==> src/rtl/core/lsra_pkg.sv <==
// Shared constants, entry and command types for the linear-scan register allocator.
// Used by the channel interfaces, the cell row, the controller, the top level and the checker.
package lsra_pkg;

  localparam int NUM_REGS     = 7;
  localparam int FIRST_REG    = 4;
  localparam int LAST_REG     = FIRST_REG + NUM_REGS - 1;
  localparam int POS_BITS     = 16;
  localparam int END_BITS     = POS_BITS + 1;
  localparam int TAG_BITS     = 16;
  localparam int OUT_REG_BITS = 4;
  localparam int REG_IDX_BITS = (NUM_REGS > 1) ? $clog2(NUM_REGS) : 1;
  localparam int CNT_BITS     = $clog2(NUM_REGS + 1);

  // One active interval; end_pos holds a two's complement value
  typedef struct packed {
    logic [END_BITS-1:0]     end_pos;
    logic [REG_IDX_BITS-1:0] reg_idx;
    logic [TAG_BITS-1:0]     tag;
  } entry_t;

  typedef enum logic [1:0] {
    CELL_HOLD   = 2'd0,
    CELL_INSERT = 2'd1,
    CELL_EVICT  = 2'd2
  } cell_op_e;

  // Broadcast from the top level to every cell
  typedef struct packed {
    cell_op_e            op;
    entry_t              new_entry;
    logic [POS_BITS-1:0] start_pos;
  } cell_cmd_t;

  // What a cell shows its neighbors
  typedef struct packed {
    entry_t entry;
    logic   gt;
  } cell_link_t;

  typedef enum logic {
    ST_IDLE  = 1'b0,
    ST_PLACE = 1'b1
  } state_e;

  typedef struct packed {
    logic in_ready;
    logic place_en;
  } ctrl_t;

endpackage

==> src/rtl/core/lsra_req_if.sv <==
// Request channel of the allocator: one live interval per transfer.
// Depends on lsra_pkg for field widths.
interface lsra_req_if;
  import lsra_pkg::*;

  logic                       valid;
  logic                       ready;
  logic [TAG_BITS-1:0]        interval_id;
  logic [POS_BITS-1:0]        start_pos;
  logic signed [END_BITS-1:0] end_pos;
  logic                       new_function;

  modport source (output valid, output interval_id, output start_pos, output end_pos,
                  output new_function, input ready);
  modport sink   (input valid, input interval_id, input start_pos, input end_pos,
                  input new_function, output ready);
endinterface

==> src/rtl/core/lsra_rsp_if.sv <==
// Response channel of the allocator: one allocation result per request.
// Depends on lsra_pkg for field widths.
interface lsra_rsp_if;
  import lsra_pkg::*;

  logic                    valid;
  logic                    ready;
  logic [TAG_BITS-1:0]     echo_id;
  logic [OUT_REG_BITS-1:0] assigned_reg;
  logic                    self_spilled;
  logic                    evicted_valid;
  logic [TAG_BITS-1:0]     evicted_id;
  logic                    any_spill;

  modport source (output valid, output echo_id, output assigned_reg, output self_spilled,
                  output evicted_valid, output evicted_id, output any_spill, input ready);
  modport sink   (input valid, input echo_id, input assigned_reg, input self_spilled,
                  input evicted_valid, input evicted_id, input any_spill, output ready);
endinterface

==> src/rtl/core/lsra_cell.sv <==
// One slot of the active list, kept sorted by decreasing end from cell 0 upward.
// Depends on lsra_pkg; neighbors exchange entries through cell_link_t.
module lsra_cell (
  input  logic                 clk_i,
  input  lsra_pkg::cell_cmd_t  cmd_i,
  input  logic                 occ_i,
  input  lsra_pkg::cell_link_t left_i,
  input  lsra_pkg::cell_link_t right_i,
  output lsra_pkg::cell_link_t link_o,
  output logic                 expired_o
);
  import lsra_pkg::*;

  entry_t entry_q, entry_d;
  logic   gt;

  assign gt = occ_i &&
              ($signed(entry_q.end_pos) > $signed(cmd_i.new_entry.end_pos));
  assign expired_o = occ_i &&
                     ($signed(entry_q.end_pos) < $signed({1'b0, cmd_i.start_pos}));

  assign link_o.entry = entry_q;
  assign link_o.gt    = gt;

  always_comb begin
    entry_d = entry_q;
    case (cmd_i.op)
      CELL_INSERT: begin
        // later ends stay; the first slot past them takes the new entry, the rest shift up
        if (!gt) begin
          entry_d = left_i.gt ? cmd_i.new_entry : left_i.entry;
        end
      end
      CELL_EVICT: begin
        // cell 0 drops out; later ends shift down toward the gap
        if (right_i.gt) begin
          entry_d = right_i.entry;
        end else if (gt) begin
          entry_d = cmd_i.new_entry;
        end
      end
      default: entry_d = entry_q;
    endcase
  end

  always_ff @(posedge clk_i) begin
    entry_q <= entry_d;
  end

endmodule

==> src/rtl/core/lsra_ctrl.sv <==
// Two-state sequencer: take a request and expire, then place it into the cell row.
// Depends on lsra_pkg for state_e and ctrl_t.
module lsra_ctrl (
  input  logic            clk_i,
  input  logic            rst_ni,
  input  logic            in_valid_i,
  input  logic            out_busy_i,
  output lsra_pkg::ctrl_t ctrl_o
);
  import lsra_pkg::*;

  state_e state_q, state_d;

  always_comb begin
    state_d = state_q;
    case (state_q)
      ST_IDLE:  if (in_valid_i) state_d = ST_PLACE;
      ST_PLACE: if (!out_busy_i) state_d = ST_IDLE;
      default:  state_d = ST_IDLE;
    endcase
  end

  always_comb begin
    ctrl_o = '0;
    case (state_q)
      ST_IDLE:  ctrl_o.in_ready = 1'b1;
      ST_PLACE: ctrl_o.place_en = !out_busy_i;
      default:  ctrl_o = '0;
    endcase
  end

  always_ff @(posedge clk_i or negedge rst_ni) begin
    if (!rst_ni) begin
      state_q <= ST_IDLE;
    end else begin
      state_q <= state_d;
    end
  end

endmodule

==> src/rtl/core/linear_scan_register_allocator.sv <==
// Linear-scan register allocator for registers FIRST_REG..LAST_REG.
// Requests on req_i carry one live interval each (id, start, end, new-function flag),
// in order of increasing start. A request is taken when valid and ready are both high.
// At the accepting edge the active list expires every entry ending before the new start
// (or empties first on new_function); then the place state puts the interval in the cell row:
// lowest free register, else evict the latest-ending entry if it ends later, else spill.
// Each request yields exactly one response on rsp_o, valid from the edge that closes the
// place cycle. A new request is not taken until the current one is placed in the
// seven-cell active list; ready is low during the place cycle.
// The response sits in an output register; while it is stalled the next request is still
// taken and expired, and its place cycle waits until the held response is taken.
// Reset (rst_ni low, asynchronous) empties the active list, frees every register,
// clears the spill flag and drops any pending response. The cell entries need no reset.
// Depends on lsra_pkg, lsra_req_if, lsra_rsp_if, lsra_cell and lsra_ctrl.
module linear_scan_register_allocator (
  input  logic clk_i,
  input  logic rst_ni,
  lsra_req_if.sink   req_i,
  lsra_rsp_if.source rsp_o
);
  import lsra_pkg::*;

  typedef struct packed {
    logic [TAG_BITS-1:0]     echo_id;
    logic [OUT_REG_BITS-1:0] assigned_reg;
    logic                    self_spilled;
    logic                    evicted_valid;
    logic [TAG_BITS-1:0]     evicted_id;
    logic                    any_spill;
  } result_t;

  localparam cell_link_t HeadLink = '{entry: '0, gt: 1'b1};
  localparam cell_link_t TailLink = '{entry: '0, gt: 1'b0};

  ctrl_t                   ctrl;
  logic                    accept;
  logic                    out_busy;
  logic                    out_valid_q, out_valid_d;
  result_t                 res_q, res_d;

  logic [CNT_BITS-1:0]     count_q, count_d, cnt_eff, occ_cnt, n_exp;
  logic [NUM_REGS-1:0]     free_q, free_d, free_eff, freed;
  logic                    spill_q, spill_d;
  logic [TAG_BITS-1:0]     pend_tag_q;
  logic [END_BITS-1:0]     pend_end_q;

  cell_cmd_t               cmd;
  cell_link_t              links [NUM_REGS];
  logic [NUM_REGS-1:0]     occ;
  logic [NUM_REGS-1:0]     expired;

  logic [REG_IDX_BITS-1:0] low_idx, pick_idx;
  logic                    has_free, do_evict;

  lsra_ctrl u_ctrl (
    .clk_i      (clk_i),
    .rst_ni     (rst_ni),
    .in_valid_i (req_i.valid),
    .out_busy_i (out_busy),
    .ctrl_o     (ctrl)
  );

  assign req_i.ready = ctrl.in_ready;
  assign accept      = req_i.valid && ctrl.in_ready;
  assign out_busy    = out_valid_q && !rsp_o.ready;

  // Occupancy follows the post-flush count during expire, the stored count during place
  assign cnt_eff = req_i.new_function ? '0 : count_q;
  assign occ_cnt = ctrl.in_ready ? cnt_eff : count_q;

  for (genvar i = 0; i < NUM_REGS; i++) begin : g_cell
    cell_link_t left_lnk, right_lnk;

    if (i == 0) begin : g_head
      assign left_lnk = HeadLink;
    end else begin : g_left
      assign left_lnk = links[i-1];
    end

    if (i == NUM_REGS - 1) begin : g_tail
      assign right_lnk = TailLink;
    end else begin : g_right
      assign right_lnk = links[i+1];
    end

    assign occ[i] = (CNT_BITS'(i) < occ_cnt);

    lsra_cell u_cell (
      .clk_i     (clk_i),
      .cmd_i     (cmd),
      .occ_i     (occ[i]),
      .left_i    (left_lnk),
      .right_i   (right_lnk),
      .link_o    (links[i]),
      .expired_o (expired[i])
    );
  end

  // Expired entries form the tail of the occupied cells; count them and free their regs
  always_comb begin
    n_exp = '0;
    freed = '0;
    for (int i = 0; i < NUM_REGS; i++) begin
      n_exp = n_exp + CNT_BITS'(expired[i]);
      if (expired[i]) begin
        freed = freed | (NUM_REGS'(1) << links[i].entry.reg_idx);
      end
    end
  end

  assign free_eff = req_i.new_function ? {NUM_REGS{1'b1}} : free_q;

  always_comb begin
    low_idx = '0;
    for (int i = NUM_REGS - 1; i >= 0; i--) begin
      if (free_q[i]) low_idx = REG_IDX_BITS'(i);
    end
  end

  assign has_free = |free_q;
  assign do_evict = !has_free && links[0].gt;
  assign pick_idx = has_free ? low_idx : links[0].entry.reg_idx;

  always_comb begin
    cmd.new_entry.end_pos = pend_end_q;
    cmd.new_entry.reg_idx = pick_idx;
    cmd.new_entry.tag     = pend_tag_q;
    cmd.start_pos         = req_i.start_pos;
    cmd.op                = CELL_HOLD;
    if (ctrl.place_en) begin
      if (has_free) begin
        cmd.op = CELL_INSERT;
      end else if (do_evict) begin
        cmd.op = CELL_EVICT;
      end
    end
  end

  always_comb begin
    count_d = count_q;
    free_d  = free_q;
    spill_d = spill_q;
    res_d   = res_q;
    if (accept) begin
      count_d = cnt_eff - n_exp;
      free_d  = free_eff | freed;
      spill_d = spill_q && !req_i.new_function;
    end else if (ctrl.place_en) begin
      res_d.echo_id       = pend_tag_q;
      res_d.assigned_reg  = OUT_REG_BITS'(FIRST_REG) + OUT_REG_BITS'(pick_idx);
      res_d.self_spilled  = 1'b0;
      res_d.evicted_valid = 1'b0;
      res_d.evicted_id    = '0;
      if (has_free) begin
        count_d = count_q + CNT_BITS'(1);
        free_d  = free_q & ~(NUM_REGS'(1) << low_idx);
      end else if (do_evict) begin
        res_d.evicted_valid = 1'b1;
        res_d.evicted_id    = links[0].entry.tag;
        spill_d             = 1'b1;
      end else begin
        res_d.assigned_reg = '0;
        res_d.self_spilled = 1'b1;
        spill_d            = 1'b1;
      end
      res_d.any_spill = spill_d;
    end
  end

  assign out_valid_d = ctrl.place_en || out_busy;

  always_ff @(posedge clk_i or negedge rst_ni) begin
    if (!rst_ni) begin
      count_q     <= '0;
      free_q      <= {NUM_REGS{1'b1}};
      spill_q     <= 1'b0;
      out_valid_q <= 1'b0;
    end else begin
      count_q     <= count_d;
      free_q      <= free_d;
      spill_q     <= spill_d;
      out_valid_q <= out_valid_d;
    end
  end

  // Hold the request payload for the place cycle
  always_ff @(posedge clk_i) begin
    if (accept) begin
      pend_tag_q <= req_i.interval_id;
      pend_end_q <= req_i.end_pos;
    end
    res_q <= res_d;
  end

  assign rsp_o.valid         = out_valid_q;
  assign rsp_o.echo_id       = res_q.echo_id;
  assign rsp_o.assigned_reg  = res_q.assigned_reg;
  assign rsp_o.self_spilled  = res_q.self_spilled;
  assign rsp_o.evicted_valid = res_q.evicted_valid;
  assign rsp_o.evicted_id    = res_q.evicted_id;
  assign rsp_o.any_spill     = res_q.any_spill;

endmodule

==> src/flat_wrapper.sv <==
// flat-port wrapper written by rule: the top's interface ports become plain ports
module linear_scan_register_allocator_flat import lsra_pkg::*;
  (clk_i, rst_ni, req_i_valid, req_i_interval_id, req_i_start_pos, req_i_end_pos, req_i_new_function, req_i_ready, rsp_o_valid, rsp_o_echo_id, rsp_o_assigned_reg, rsp_o_self_spilled, rsp_o_evicted_valid, rsp_o_evicted_id, rsp_o_any_spill, rsp_o_ready);
  lsra_req_if req_i_i ();
  lsra_rsp_if rsp_o_i ();
  input  logic clk_i;
  input  logic rst_ni;
  input wire logic [$bits(req_i_i.valid)-1:0] req_i_valid;
  input wire logic [$bits(req_i_i.interval_id)-1:0] req_i_interval_id;
  input wire logic [$bits(req_i_i.start_pos)-1:0] req_i_start_pos;
  input wire logic [$bits(req_i_i.end_pos)-1:0] req_i_end_pos;
  input wire logic [$bits(req_i_i.new_function)-1:0] req_i_new_function;
  output wire logic [$bits(req_i_i.ready)-1:0] req_i_ready;
  output wire logic [$bits(rsp_o_i.valid)-1:0] rsp_o_valid;
  output wire logic [$bits(rsp_o_i.echo_id)-1:0] rsp_o_echo_id;
  output wire logic [$bits(rsp_o_i.assigned_reg)-1:0] rsp_o_assigned_reg;
  output wire logic [$bits(rsp_o_i.self_spilled)-1:0] rsp_o_self_spilled;
  output wire logic [$bits(rsp_o_i.evicted_valid)-1:0] rsp_o_evicted_valid;
  output wire logic [$bits(rsp_o_i.evicted_id)-1:0] rsp_o_evicted_id;
  output wire logic [$bits(rsp_o_i.any_spill)-1:0] rsp_o_any_spill;
  input wire logic [$bits(rsp_o_i.ready)-1:0] rsp_o_ready;
  assign req_i_i.valid = req_i_valid;
  assign req_i_i.interval_id = req_i_interval_id;
  assign req_i_i.start_pos = req_i_start_pos;
  assign req_i_i.end_pos = req_i_end_pos;
  assign req_i_i.new_function = req_i_new_function;
  assign req_i_ready = req_i_i.ready;
  assign rsp_o_valid = rsp_o_i.valid;
  assign rsp_o_echo_id = rsp_o_i.echo_id;
  assign rsp_o_assigned_reg = rsp_o_i.assigned_reg;
  assign rsp_o_self_spilled = rsp_o_i.self_spilled;
  assign rsp_o_evicted_valid = rsp_o_i.evicted_valid;
  assign rsp_o_evicted_id = rsp_o_i.evicted_id;
  assign rsp_o_any_spill = rsp_o_i.any_spill;
  assign rsp_o_i.ready = rsp_o_ready;
  linear_scan_register_allocator u_core (.clk_i(clk_i), .rst_ni(rst_ni), .req_i(req_i_i), .rsp_o(rsp_o_i));
endmodule
==> config.mk <==
export PLATFORM = sky130hd
export DESIGN_NAME = linear_scan_register_allocator_flat
export DESIGN_NICKNAME = d
export VERILOG_FILES = /design/src/rtl/core/lsra_pkg.sv /design/src/rtl/core/lsra_req_if.sv /design/src/rtl/core/lsra_rsp_if.sv /design/src/rtl/core/lsra_cell.sv /design/src/rtl/core/lsra_ctrl.sv /design/src/rtl/core/linear_scan_register_allocator.sv /design/src/flat_wrapper.sv
export SDC_FILE = /design/constraint.sdc
export NUM_CORES = 1
export LEC_CHECK = 0
export BUFFER_PORTS_ARGS = -buffer_cell sky130_fd_sc_hd__buf_2
export CAP_MARGIN = 20
export CORE_MARGIN = 2
export CORE_UTILIZATION = 37
export CTS_BUF_LIST = sky130_fd_sc_hd__clkbuf_2 sky130_fd_sc_hd__clkbuf_4 sky130_fd_sc_hd__clkbuf_8
export CTS_CLUSTER_SIZE = 16
export DETAILED_ROUTE_END_ITERATION = 8
export PLACE_DENSITY = 0.56
export SYNTH_ARGS = -nofsm -noshare
export SYNTH_HDL_FRONTEND = slang
export SYNTH_SLANG_ARGS = --single-unit
==> constraint.sdc <==
create_clock -name clk_i -period 15.5 [get_ports clk_i]
set_clock_uncertainty 0.15 [all_clocks]
set_input_delay 2.325 -clock clk_i [delete_from_list [all_inputs] [get_ports clk_i]]
set_output_delay 2.325 -clock clk_i [all_outputs]
set_load 0.005 [all_outputs]
==> impl_metrics.csv <==
group,metric,value,unit
floorplanning,fp.dieArea,69400,sq um
timing,slew_viol_final,0,
pwr,ir_worst_vdd,0.125,mV
synthesis,synth_mux_area_frac,0.0597,
placement,post-dp-hpwl,65.2,mm
synthesis,synthAdderAreaFrac,0.119,
route,drcViolationCount,0,
worst_setup_path,critical_path_class,"in -> reg",
synthesis,yosysMostFrequentCell,"edfxtp_1",
timing,final.setup.tns,0,ns
route,final_antenna_net_count,0,
route,routedWlPerCell,28.9,um
synthesis,yosysTopAreaCell,"edfxtp_1",
pwr,powerDensity,270,nW/um^2
route,wl,99.2,mm
timing,timing.final.crit_share,0.492,
timing,timing.final.crit_period,7.62,ns
cts,post_cts_buffers,0,
cts,cts_made_buffers,68,
route,drt_iter0_drc,2817,
floorplanning,placementRows,95,
floorplanning,ioPinCount,95,
cts,htreeDepth,3,
worst_setup_path,worstPathMaxFanout,7,
finish,fin_nets,2800,
synthesis,synth_top_area_frac,0.391,
synthesis,synthSimpleGateAreaFrac,0.114,
timing,worstMarginPinSlew,1.16,ns
synthesis,synth-edff-count,324,
finish,final_cells,3435,
pwr,p_leak,10.9,nW
grt,grt_overflow_total,0,
grt,antenna_found_initial,6,
hold_path,hold_depth,1,
synthesis,yosys_warnings,0,
grt,grt_pass1_vias,22256,
cts,clkSlewWorstSetupHoldPaths,0.05,ns
worst_setup_path,start_kind,"input pin",
floorplanning,die_w,263,um
route,via_per_inst,6.58,
cts,cts_hold_buf,0,
grt,track_usage,0.280,
grt,grt_max_degree,181,
placement,port_buffers,94,
synthesis,synth-compound-area-share,0.250,
synthesis,synth_area_leaders,"edfxtp_1 (39%), ha_1 (11%), mux2i_1 (4.4%)",
synthesis,yosys_most_used_dff,"edfxtp_1",
synthesis,synth_top_cells_by_count,"edfxtp_1 (324), ha_1 (228), nand2_1 (195)",
cts,clock_sinks,337,
cts,cts_resized,0,
floorplanning,dieHeight,263,um
worst_setup_path,ff2ff_path_depth,18,
cts,cts_tree,"built",
synthesis,synth_top_family_by_area,"compound AO/OA/AOI/OAI gates",
synthesis,ys_async_sr_fraction,0.0386,
synthesis,synthXorXnorAreaFrac,0.000704,
synthesis,ys_seq_elements,337,
finish,drive_gt1_frac,0.123,
synthesis,avgSynthCellArea,9.98,sq um
timing,hold_viol_final,0,
synthesis,synthesis.nets,2783,
cts,root_buffer,"clkbuf_8",
grt,grt_first_pass_wirelength,147,mm
timing,max_slew_margin,0.225,
route,vias,22618,
worst_setup_path,required,15.90,ns
timing,final-setup-viol-count,0,
worst_setup_path,crit_path_end_kind,"flip-flop",
synthesis,ys_seq_area_frac,0.404,
floorplanning,core,66900,sq um
outcome,status,"finished, final reports clean",
finish,largest_reg_flops,252,
synthesis,synth_area,24900,sq um
synthesis,ys_types,81,
worst_setup_path,cp.arrival,8.02,ns
timing,timing.fmax,131,MHz
hold_path,hp-class,"reg -> reg",
timing,rsz0062_at_grt,"no",
worst_setup_path,rrSetupSlack,9.20,ns
placement,gp_congestion,0.951,
cts,cts_buffer_depth,3,
floorplanning,start_util,0.372,
finish,area_growth,10.2,%
synthesis,syn_inst,2495,
run,maxCapViolations,0,
cts,clk_latency,0.69,ns
placement,dpl.cell_count,3313,
route,first_pass_iters,6,
-- worst max-delay path: stages --
cell      delay, ns
buf_2          0.08
inv_1          0.18
ha_1           0.37
nand4b_1       0.16
nor3_1         0.59
nand2_1        0.22
o21ai_0        0.76
nor2_1         0.14
ha_1           0.32
inv_1          0.05
fa_1           0.47
inv_1          0.05
fa_1           0.39
fa_1           0.49
fa_1           0.55
inv_1          0.06
fa_1           0.43
xnor2_1        0.14
a32oi_1        0.15
nand2_1        0.08
-- cells in the final DEF (no fill, tap or decap), types with 69 or more instances in the layout --
| master | count |
|---|---|
| ha_1 | 227 |
| o221ai_1 | 102 |
| nand3_1 | 69 |
| nand2_1 | 195 |
| edfxtp_1 | 324 |
| a21oi_1 | 178 |
| o21ai_0 | 109 |
| clkbuf_8 | 69 |
| inv_1 | 115 |
| buf_2 | 94 |
| mux2i_1 | 109 |
| nor2_1 | 110 |
-- path summary, 6_finish.rpt --
| check | to | startpoint |
|---|---|---|
| worst max register to register | u_core.count_q[2] | u_core.g_cell[1].u_cell.link_o[34] |
| max in group asynchronous | u_core.free_q[2] | rst_ni |
| worst min register to register | u_core.spill_q | u_core.spill_q |
| worst max-delay path | u_core.count_q[2] | req_i_start_pos[14] |
| worst min-delay path | u_core.spill_q | u_core.spill_q |
| min in group asynchronous | u_core.count_q[1] | rst_ni |
-- area by class of cell --
| cell class | instances | area, sq um |
|---|---|---|
| diodes | 1 | 2.50 |
| clock buffers | 81 | 1040 |
| clock inverters | 38 | 255 |
| fillers | 6503 | 39500 |
| inverters | 120 | 458 |
| multi-input cells | 1849 | 13700 |
| flip-flops and latches | 337 | 10100 |
| well taps | 873 | 1090 |
| repair buffers | 136 | 846 |
-- cells by family (layout without fill, tap and decap cells) --
family | after synthesis | in the layout
AOI/OAI and AO/OA | 883 | 883
xor gates and xnor gates | 2 | 2
adders and majority gates | 234 | 234
buffers and inverters | 309 | 375
DFF | 337 | 337
muxes | 144 | 144
other | 0 | 1
and+or+nand+nor | 586 | 586
-- power breakdown --
part / switching (W) / internal (W) / total (W) / leakage, nW
registers: 0.000579 / 0.00175 / 0.00233 / 3.23
clock network: 0.000450 / 0.000481 / 0.000931 / 0.677
logic: 0.00259 / 0.00156 / 0.00414 / 6.96
-- routing by layer --
layer / global-route usage / part of all wire
met1: 0.397 / 0.45
met2: 0.413 / 0.42
met3: 0.0584 / 0.088
met4: 0.118 / 0.038
met5: 0.00208 / 0.00013
-- stage by stage --
step	area, sq um	util	setup WS, ns	hold slack [ns]	total power, W
5_1_grt	27400	0.410	7.75	0.394	0.00786
2_1_floorplan	24900	-	7.12	0.309	0.00495
6_report	27400	0.410	7.88	0.352	0.00741
3_5_place_dp	26100	0.390	7.29	0.335	0.00636
3_3_place_gp	26100	0.389	7.34	0.332	0.00623
4_1_cts	27400	0.409	8.01	0.363	0.00732
No activity file was read; power rests on OpenSTA's default activity.
